File: config.mk
export PLATFORM = sky130hd
export DESIGN_NAME = forwarding_chain_resolver_core
export DESIGN_NICKNAME = d
export VERILOG_FILES = /design/src/design/fcr_pkg.sv /design/src/design/fcr_ctrl.sv /design/src/design/fcr_datapath.sv /design/src/design/forwarding_chain_resolver_core.sv
export SDC_FILE = /design/constraint.sdc
export NUM_CORES = 2
export LEC_CHECK = 0
export BUFFER_PORTS_ARGS = -buffer_cell sky130_fd_sc_hd__buf_2
export CORE_UTILIZATION = 50
export DETAILED_ROUTE_END_ITERATION = 7
export PLACE_DENSITY_LB_ADDON = 0.05
export SYNTH_ARGS = -nofsm -noshare
export SYNTH_HDL_FRONTEND = slang
export SYNTH_MEMORY_MAX_BITS = 65536
export SYNTH_SLANG_ARGS = --single-unit
File: constraint.sdc
create_clock -name clock -period 5.5 [get_ports clock]
set_input_delay 0.275 -clock clock [delete_from_list [all_inputs] [get_ports clock]]
set_output_delay 0.275 -clock clock [all_outputs]
set_load 0.01 [all_outputs]
File: src/design/fcr_pkg.sv
// ----------------------------------------------------------------------------
// fcr_pkg
// Shared types, constants and command codes of the forwarding chain resolver.
// ----------------------------------------------------------------------------
`default_nettype none

package fcr_pkg;

   localparam int MAX_RULES   = 64;
   localparam int FIELD_W     = 14;
   localparam int CMD_W       = 2;
   localparam int RULE_IDX_W  = (MAX_RULES > 1) ? $clog2(MAX_RULES) : 1;
   localparam int CNT_W       = $clog2(MAX_RULES + 1);
   localparam int CHAIN_DEPTH = MAX_RULES + 1;
   localparam int CHAIN_IDX_W = $clog2(CHAIN_DEPTH);
   localparam int LEN_W       = $clog2(CHAIN_DEPTH + 1);
   localparam int REQ_DATA_W  = 4 * FIELD_W;
   localparam int RSP_FIELD_W = 3 * FIELD_W + 2;
   localparam int RSP_DATA_W  = ((RSP_FIELD_W + 7) / 8) * 8;

   localparam logic [FIELD_W-1:0] LOOP_RING = FIELD_W'(9999);

   typedef enum logic [CMD_W-1:0] {
      CMD_CLEAR   = 2'd0,
      CMD_ADD     = 2'd1,
      CMD_RESOLVE = 2'd2,
      CMD_NOP     = 2'd3
   } cmd_type;

   typedef enum logic [2:0] {
      ST_IDLE,
      ST_RULE_RD,
      ST_RULE_CHK,
      ST_CHAIN_RD,
      ST_CHAIN_CHK,
      ST_DONE
   } state_type;

   typedef struct packed {
      logic [FIELD_W-1:0] src;
      logic [FIELD_W-1:0] start;
      logic [FIELD_W-1:0] span;
      logic [FIELD_W-1:0] tgt;
   } rule_type;

   // controller -> datapath
   typedef struct packed {
      logic do_clear;
      logic do_add;
      logic start_resolve;
      logic rule_next;
      logic take_target;
      logic chain_next;
      logic append;
      logic set_loop;
      logic load_rsp;
   } dp_ctl_type;

   // datapath -> controller
   typedef struct packed {
      logic count_zero;
      logic rule_match;
      logic rule_last;
      logic chain_hit;
      logic chain_last;
   } dp_sts_type;

endpackage

`default_nettype wire

File: src/design/fcr_ctrl.sv
// ----------------------------------------------------------------------------
// fcr_ctrl
// Sequencer for table updates and the rule/chain scan of a resolve.
// ----------------------------------------------------------------------------
`default_nettype none

module fcr_ctrl
   import fcr_pkg::*;
(
   input  wire logic       clock,
   input  wire logic       reset,
   input  wire logic       req_valid,
   input  wire cmd_type    req_cmd,
   output logic            req_ready,
   output logic            rsp_valid,
   input  wire logic       rsp_ready,
   input  wire dp_sts_type sts,
   output dp_ctl_type      ctl
);

   state_type state_ff, state_in;
   logic      rsp_valid_ff, rsp_valid_in;

   always_ff @(posedge clock) begin
      if (reset) begin
         state_ff     <= ST_IDLE;
         rsp_valid_ff <= 1'b0;
      end else begin
         state_ff     <= state_in;
         rsp_valid_ff <= rsp_valid_in;
      end
   end

   always_comb begin
      state_in     = state_ff;
      rsp_valid_in = rsp_valid_ff & ~rsp_ready;
      ctl          = '0;
      req_ready    = 1'b0;
      case (state_ff)
         ST_IDLE: begin
            req_ready = 1'b1;
            if (req_valid) begin
               case (req_cmd)
                  CMD_CLEAR: ctl.do_clear = 1'b1;
                  CMD_ADD:   ctl.do_add   = 1'b1;
                  CMD_RESOLVE: begin
                     ctl.start_resolve = 1'b1;
                     state_in = sts.count_zero ? ST_DONE : ST_RULE_RD;
                  end
                  default: ;
               endcase
            end
         end
         ST_RULE_RD: state_in = ST_RULE_CHK;
         ST_RULE_CHK: begin
            if (sts.rule_match) begin
               ctl.take_target = 1'b1;
               state_in = ST_CHAIN_RD;
            end else if (sts.rule_last) begin
               state_in = ST_DONE;
            end else begin
               ctl.rule_next = 1'b1;
               state_in = ST_RULE_RD;
            end
         end
         ST_CHAIN_RD: state_in = ST_CHAIN_CHK;
         ST_CHAIN_CHK: begin
            if (sts.chain_hit) begin
               ctl.set_loop = 1'b1;
               state_in = ST_DONE;
            end else if (sts.chain_last) begin
               ctl.append = 1'b1;
               state_in = ST_RULE_RD;
            end else begin
               ctl.chain_next = 1'b1;
               state_in = ST_CHAIN_RD;
            end
         end
         ST_DONE: begin
            // hold until the output register is free
            if (!rsp_valid_ff || rsp_ready) begin
               ctl.load_rsp = 1'b1;
               rsp_valid_in = 1'b1;
               state_in = ST_IDLE;
            end
         end
         default: state_in = ST_IDLE;
      endcase
   end

   assign rsp_valid = rsp_valid_ff;

endmodule

`default_nettype wire

File: src/design/fcr_datapath.sv
// ----------------------------------------------------------------------------
// fcr_datapath
// Rule table, chain store, scan counters and the result register.
// ----------------------------------------------------------------------------
`default_nettype none

module fcr_datapath
   import fcr_pkg::*;
(
   input  wire logic               clock,
   input  wire logic               reset,
   input  wire dp_ctl_type         ctl,
   input  wire logic [FIELD_W-1:0] in_ext,
   input  wire logic [FIELD_W-1:0] in_when,
   input  wire logic [FIELD_W-1:0] in_span,
   input  wire logic [FIELD_W-1:0] in_dest,
   output dp_sts_type              sts,
   output logic [FIELD_W-1:0]      out_call_time,
   output logic [FIELD_W-1:0]      out_dialed,
   output logic [FIELD_W-1:0]      out_rings,
   output logic                    out_looped,
   output logic                    out_overflowed
);

   rule_type           rule_mem [MAX_RULES];
   logic [FIELD_W-1:0] chain_mem [CHAIN_DEPTH];

   rule_type           rule_rd_ff;
   logic [FIELD_W-1:0] chain_rd_ff;

   logic [CNT_W-1:0]   count_ff, count_in;
   logic               ovf_ff, ovf_in;
   logic [CNT_W-1:0]   rule_idx_ff, rule_idx_in;
   logic [LEN_W-1:0]   chain_idx_ff, chain_idx_in;
   logic [LEN_W-1:0]   len_ff, len_in;
   logic [FIELD_W-1:0] when_ff, when_in;
   logic [FIELD_W-1:0] ext_ff, ext_in;
   logic [FIELD_W-1:0] cur_ff, cur_in;
   logic [FIELD_W-1:0] tgt_ff, tgt_in;
   logic               loop_ff, loop_in;

   logic [FIELD_W-1:0] rsp_time_ff, rsp_dial_ff, rsp_ring_ff;
   logic               rsp_loop_ff, rsp_ovf_ff;

   logic               chain_we;
   logic [LEN_W-1:0]   chain_waddr;
   logic [FIELD_W-1:0] chain_wdata;
   logic               table_full;
   logic [FIELD_W:0]   window_end;

   assign table_full = (count_ff == CNT_W'(MAX_RULES));

   // rule table: one write port, registered read at the scan index
   always_ff @(posedge clock) begin
      if (ctl.do_add && !table_full) begin
         rule_mem[count_ff[RULE_IDX_W-1:0]] <= '{src: in_ext, start: in_when,
                                                span: in_span, tgt: in_dest};
      end
      rule_rd_ff <= rule_mem[rule_idx_ff[RULE_IDX_W-1:0]];
   end

   always_comb begin
      chain_we    = ctl.start_resolve | ctl.append;
      chain_waddr = ctl.start_resolve ? '0 : len_ff;
      chain_wdata = ctl.start_resolve ? in_ext : tgt_ff;
   end

   always_ff @(posedge clock) begin
      if (chain_we) begin
         chain_mem[chain_waddr[CHAIN_IDX_W-1:0]] <= chain_wdata;
      end
      chain_rd_ff <= chain_mem[chain_idx_ff[CHAIN_IDX_W-1:0]];
   end

   always_comb begin
      count_in     = count_ff;
      ovf_in       = ovf_ff;
      rule_idx_in  = rule_idx_ff;
      chain_idx_in = chain_idx_ff;
      len_in       = len_ff;
      when_in      = when_ff;
      ext_in       = ext_ff;
      cur_in       = cur_ff;
      tgt_in       = tgt_ff;
      loop_in      = loop_ff;
      if (ctl.do_clear) begin
         count_in = '0;
         ovf_in   = 1'b0;
      end
      if (ctl.do_add) begin
         if (table_full) begin
            ovf_in = 1'b1;
         end else begin
            count_in = count_ff + 1'b1;
         end
      end
      if (ctl.start_resolve) begin
         when_in     = in_when;
         ext_in      = in_ext;
         cur_in      = in_ext;
         len_in      = LEN_W'(1);
         rule_idx_in = '0;
         loop_in     = 1'b0;
      end
      if (ctl.rule_next) begin
         rule_idx_in = rule_idx_ff + 1'b1;
      end
      if (ctl.take_target) begin
         tgt_in       = rule_rd_ff.tgt;
         chain_idx_in = '0;
      end
      if (ctl.chain_next) begin
         chain_idx_in = chain_idx_ff + 1'b1;
      end
      if (ctl.append) begin
         len_in      = len_ff + 1'b1;
         cur_in      = tgt_ff;
         rule_idx_in = '0;
      end
      if (ctl.set_loop) begin
         loop_in = 1'b1;
      end
   end

   always_ff @(posedge clock) begin
      if (reset) begin
         count_ff <= '0;
         ovf_ff   <= 1'b0;
      end else begin
         count_ff <= count_in;
         ovf_ff   <= ovf_in;
      end
   end

   always_ff @(posedge clock) begin
      rule_idx_ff  <= rule_idx_in;
      chain_idx_ff <= chain_idx_in;
      len_ff       <= len_in;
      when_ff      <= when_in;
      ext_ff       <= ext_in;
      cur_ff       <= cur_in;
      tgt_ff       <= tgt_in;
      loop_ff      <= loop_in;
   end

   // window end is one bit wider so it never wraps
   assign window_end = {1'b0, rule_rd_ff.start} + {1'b0, rule_rd_ff.span};

   always_comb begin
      sts.count_zero = (count_ff == '0);
      sts.rule_match = (rule_rd_ff.src == cur_ff) && (when_ff >= rule_rd_ff.start) &&
                       ({1'b0, when_ff} <= window_end);
      sts.rule_last  = ((rule_idx_ff + 1'b1) == count_ff);
      sts.chain_hit  = (chain_rd_ff == tgt_ff);
      sts.chain_last = ((chain_idx_ff + 1'b1) == len_ff);
   end

   always_ff @(posedge clock) begin
      if (ctl.load_rsp) begin
         rsp_time_ff <= when_ff;
         rsp_dial_ff <= ext_ff;
         rsp_ring_ff <= loop_ff ? LOOP_RING : cur_ff;
         rsp_loop_ff <= loop_ff;
         rsp_ovf_ff  <= ovf_ff;
      end
   end

   assign out_call_time  = rsp_time_ff;
   assign out_dialed     = rsp_dial_ff;
   assign out_rings      = rsp_ring_ff;
   assign out_looped     = rsp_loop_ff;
   assign out_overflowed = rsp_ovf_ff;

endmodule

`default_nettype wire

File: src/design/forwarding_chain_resolver_core.sv
// ----------------------------------------------------------------------------
// forwarding_chain_resolver_core
// Call forwarding table with a sequential chain resolver.
// ----------------------------------------------------------------------------
// Usage:
//   The req channel carries one command item. tuser holds the command: clear
//   the rule table, add a rule, or resolve a call. Clear and add complete in
//   the accept cycle and return nothing; adds beyond the table size are
//   dropped and set a sticky overflow flag reported with later results.
//   A resolve returns exactly one item on the rsp channel.
//   Steps of a resolve: each rule examined takes a registered read of the
//   rule table, then a compare, and each chain entry compared against a new
//   target takes a registered read of the chain store, then a compare;
//   the result is then loaded into the output register. The rule table
//   scan sets the resolve time. Only one resolve is in flight;
//   req_tready drops from accept until the result is loaded.
//   The result sits in an output register: while the receiver stalls, the
//   block keeps taking clears and adds, and a further resolve waits in its
//   final state until the register is free.
//   Reset empties the table, clears the overflow flag and drops any pending
//   result. Table contents need no clearing pass.
// ----------------------------------------------------------------------------
`default_nettype none

module forwarding_chain_resolver_core
   import fcr_pkg::*;
(
   input  wire logic                  clock,
   input  wire logic                  reset,
   input  wire logic                  req_tvalid,
   output logic                       req_tready,
   // ext [13:0], when [27:14], span [41:28], dest [55:42]
   input  wire logic [REQ_DATA_W-1:0] req_tdata,
   // cmd [1:0]
   input  wire logic [CMD_W-1:0]      req_tuser,
   output logic                       rsp_tvalid,
   input  wire logic                  rsp_tready,
   // call_time [13:0], dialed [27:14], rings [41:28], looped [42],
   // overflowed [43], zero fill above
   output logic [RSP_DATA_W-1:0]      rsp_tdata
);

   dp_ctl_type         ctl;
   dp_sts_type         sts;
   logic               req_ready;
   logic [FIELD_W-1:0] out_call_time, out_dialed, out_rings;
   logic               out_looped, out_overflowed;

   fcr_ctrl u_ctrl (
      .clock     (clock),
      .reset     (reset),
      .req_valid (req_tvalid),
      .req_cmd   (cmd_type'(req_tuser)),
      .req_ready (req_ready),
      .rsp_valid (rsp_tvalid),
      .rsp_ready (rsp_tready),
      .sts       (sts),
      .ctl       (ctl)
   );

   fcr_datapath u_datapath (
      .clock          (clock),
      .reset          (reset),
      .ctl            (ctl),
      .in_ext         (req_tdata[FIELD_W-1:0]),
      .in_when        (req_tdata[2*FIELD_W-1:FIELD_W]),
      .in_span        (req_tdata[3*FIELD_W-1:2*FIELD_W]),
      .in_dest        (req_tdata[4*FIELD_W-1:3*FIELD_W]),
      .sts            (sts),
      .out_call_time  (out_call_time),
      .out_dialed     (out_dialed),
      .out_rings      (out_rings),
      .out_looped     (out_looped),
      .out_overflowed (out_overflowed)
   );

   assign req_tready = req_ready;
   assign rsp_tdata  = RSP_DATA_W'({out_overflowed, out_looped, out_rings,
                                    out_dialed, out_call_time});

   // clears, adds and idle codes return to ready in the cycle after they are taken
   a_update_one_cycle: assert property (@(posedge clock) disable iff (reset)
      (req_tvalid && req_tready && req_tuser != CMD_RESOLVE) |=> req_tready)
      else $error("table update did not return to ready");

   // a resolve holds off further items
   a_resolve_busy: assert property (@(posedge clock) disable iff (reset)
      (req_tvalid && req_tready && req_tuser == CMD_RESOLVE) |=> !req_tready)
      else $error("ready during resolve");

   // a looped result always rings the loop extension
   a_loop_ring: assert property (@(posedge clock) disable iff (reset)
      $rose(rsp_tvalid) |-> (!out_looped || out_rings == LOOP_RING))
      else $error("loop result with wrong ring extension");

endmodule

`default_nettype wire

==> flow_summary.yaml <==
cells_and_area:
  drive_gt1_share_pct: 30.9
  layout.nets: 8400
  nFillCells: 25900
  fin_util_pct: 57.6
  syn_to_final_growth_pct: 14.3
  stdcell_area_um2: 205000
yosys:
  ys_types: 60
  ys_seq_area_share_pct: 78.0
  synth_top_area_share_pct: 77.0
  ys_ff_latch: 4698
  syn_avg_cell_area_um2: 23.4
  synth_warnings: 0
  syn_area_um2: 180000
  synth_edf_count: 4608
  syn_inst: 7689
  ys.flop_type: "edfxtp_1"
  synth.largest_area_cell: "edfxtp_1"
  async_flop_share_pct: 0
  synthTopCellsByArea: "edfxtp_1, mux4_2, mux2i_1, dfxtp_1, mux2_2"
clock_tree:
  cts_tree: "done"
  worstSkewPairLatency_ns: 1.00
  clkTransAtPathRegs_ns: 0.06
  cts_inserted_buffers: 481
  postCtsSetupRepairBufs: 0
  root_buffer: "clkbuf_16"
  cts_sinks: 4698
  cts_buffer_depth: 4
  h-tree-depth: 5
sta:
  finalSetupViolCount: 0
  final_hold_viol_count: 0
  fmax_ghz: 0.212
  finalClockSkew_ns: 0.0359
  worst_slack_ns: 0.778
  fin_tns_setup_ns: 0
  slew_headroom_pct: 8.62
  worstMarginPinSlew_ns: 1.37
  finalCriticalPeriod_ns: 4.72
  period_share_pct: 85.9
  drv_slew: 0
  whs_ns: 0.0298
  rsz0062_at_grt: "false"
placed_design:
  dpl_worst_slack_ns: 0.961
  placed_area_um2: 189000
  place_hpwl_mm: 290
  globalplace.congestion: 0.810
  portBuffers: 107
global_routing:
  overflow: 0
  grt_max_degree: 95
  antenna_found_initial: 42
  track_usage_pct: 27.9
  grt_pass1_wl_mm: 698
  grt_pass1_vias: 86200
floorplan:
  ioPinCount: 112
  std_cell_rows: 219
  die_h_um: 602
  core-area_um2: 357000
  chipWidth_um: 602
  start_util_pct: 50.4
  die_area_um2: 362000
detailed_routing:
  first_pass_iters: 5
  num_vias: 85300
  drt-initial-drc-count: 9824
  avgViaCountPerCell: 6.33
  drt_wl_total_mm: 505
  post-route-drc-count: 0
  wl_per_cell_um: 37.5
  drtAntennaViolNets: 0
status:
  run_status: "finished clean"
setup_path:
  r2r_start: "u_ctrl.state_ff[2]"
  path_class: "register to register"
  cp-start-kind: "register"
  cp-startpoint: "u_ctrl.state_ff[2]"
  worstPathArrival_ns: 5.36
  cp_max_fo: 18
  required_ns: 6.14
  crit_path_end_kind: "register"
power_and_ir_drop:
  p_comb_share_pct: 18.4
  power_switching_uw: 22600
  cellPowerDensity_nw_per_um2: 433
  ir_drop_mv: 0.410
  pwr-share-seq_pct: 45.2
  p_leak_uw: 0.0633
  internal_power_uw: 66300
  pwr-share-clk_pct: 36.5
  switching_share_pct: 25.4
job:
  cap_violations: 0
worst_hold_path:
  hold_path.class: "input pin to register"
  hp-start: "req_tdata[47]"
==> final cells by class <==
cell class / count / area (um^2) / share of cell area (%)
Tap cell: 4751 / 5940 / 2.89
Inverter: 23 / 86.3 / 0.0420
Sequential cell: 4698 / 140000 / 68.3
Multi-Input combinational cell: 2560 / 38200 / 18.6
Timing Repair Buffer: 526 / 5200 / 2.53
Clock inverter: 293 / 2740 / 1.33
Clock buffer: 601 / 12900 / 6.30
Antenna cell: 28 / 70.1 / 0.0341
==> cell families (layout without fill, tap and decap cells) <==
group | count (synthesis) | in the layout | share of synthesized area (%)
other | 1 | 32 | 0.00209
muxes | 1559 | 1559 | 17.7
buffers and inverters | 434 | 1443 | 1.06
AOI/OAI and AO/OA | 376 | 376 | 1.30
and+or+nand+nor | 504 | 504 | 1.25
adders and majority gates | 48 | 48 | 0.338
DFF | 4698 | 4698 | 78.0
xor gates and xnor gates | 69 | 69 | 0.359
==> worst max-delay path, stage by stage (launching register included) <==
cell           delay, ns
dfxtp_1             0.40
nor3_1              0.53
nand4b_1            0.15
dlygate4sd3_1       0.58
a21oi_1             0.42
nor2b_1             0.44
nand2_1             0.64
nor2_4              0.73
buf_4               0.46
==> power by group through the flow <==
| stage | combinational (uW) | clock, uW | sequential (uW) |
|---|---|---|---|
| 2_1_floorplan | 11300 | 0 | 40600 |
| 3_3_place_gp | 16600 | 0 | 40900 |
| 3_5_place_dp | 16500 | 0 | 40900 |
| 4_1_cts | 16600 | 32900 | 40100 |
| 5_1_grt | 17300 | 34200 | 40100 |
| 6_report | 16300 | 32400 | 40100 |
==> registers in the layout (all words and copies together), names as in the netlist, 14 cells and up <==
signal	flops
u_datapath.chain_mem	910
u_datapath.chain_rd_ff	14
u_datapath.cur_ff	14
u_datapath.ext_ff	14
u_datapath.out_call_time	14
u_datapath.out_dialed	14
u_datapath.out_rings	14
u_datapath.rule_mem	3584
u_datapath.rule_rd_ff	56
u_datapath.tgt_ff	14
u_datapath.when_ff	14
==> per-stage QoR <==
step	std cells	power [uW]
final	13500	88800
after global routing	13500	91600
after CTS	13500	89600
after detailed placement	12500	57400
after global placement	12500	57400
after floorplan	7692	51900
==> metal layers <==
metal  wire (um)  GRT usage [%]  vias up
li1            -              -    34100
met1      202000           38.4    47300
met2      254000           47.1     3232
met3       32700           3.82      679
met4       16200           7.88       20
met5         120              0        -
==> cell usage in the layout (no fill, tap or decap), types with 36 or more instances in the layout <==
cell       count
nor2_4        64
clkbuf_1      88
o22ai_1       56
xnor2_1       36
buf_12       116
a21oi_1      134
mux4_2      1285
buf_4        276
edfxtp_1    4608
mux2_2        89
clkbuf_16    493
clkinv_1     100
nor2_1       105
clkinv_2     102
nand2_1      184
bufinv_16     46
buf_2        107
ha_1          47
o21ai_0       84
dfxtp_1       84
o221ai_1      56
mux2i_1      185
==> timing repair <==
item | 4_1_cts | 5_1_grt
hold endpoints to repair | 770 | 0
endpoints found under the setup margin | 0 | 0
hold buffers | 27 | 0
resized for setup | 0 | 0
==> cell usage after synthesis, types with 47 or more instances <==
cell and number:
clkbuf_1 192, mux2i_1 185, mux4_2 1285, o21ai_0 84
dfxtp_1 90, a21oi_1 134, edfxtp_1 4608, buf_2 136
mux2_2 89, o221ai_1 56, buf_1 55, nand2_1 199
o22ai_1 56, ha_1 47, nor2_1 169
==> final timing paths <==
| kind | endpoint | slack [ns] | cells after the start |
|---|---|---|---|
| min | u_datapath.rule_mem[10][5] | 0.03 | 1 |
| max reg2reg | u_datapath.rule_mem[56][35] | 0.78 | 8 |
| min reg2reg | u_datapath.tgt_ff[13] | 0.40 | 0 |
| max | u_datapath.rule_mem[56][35] | 0.78 | 8 |
Note: power is estimated with default switching activity, not from simulation.
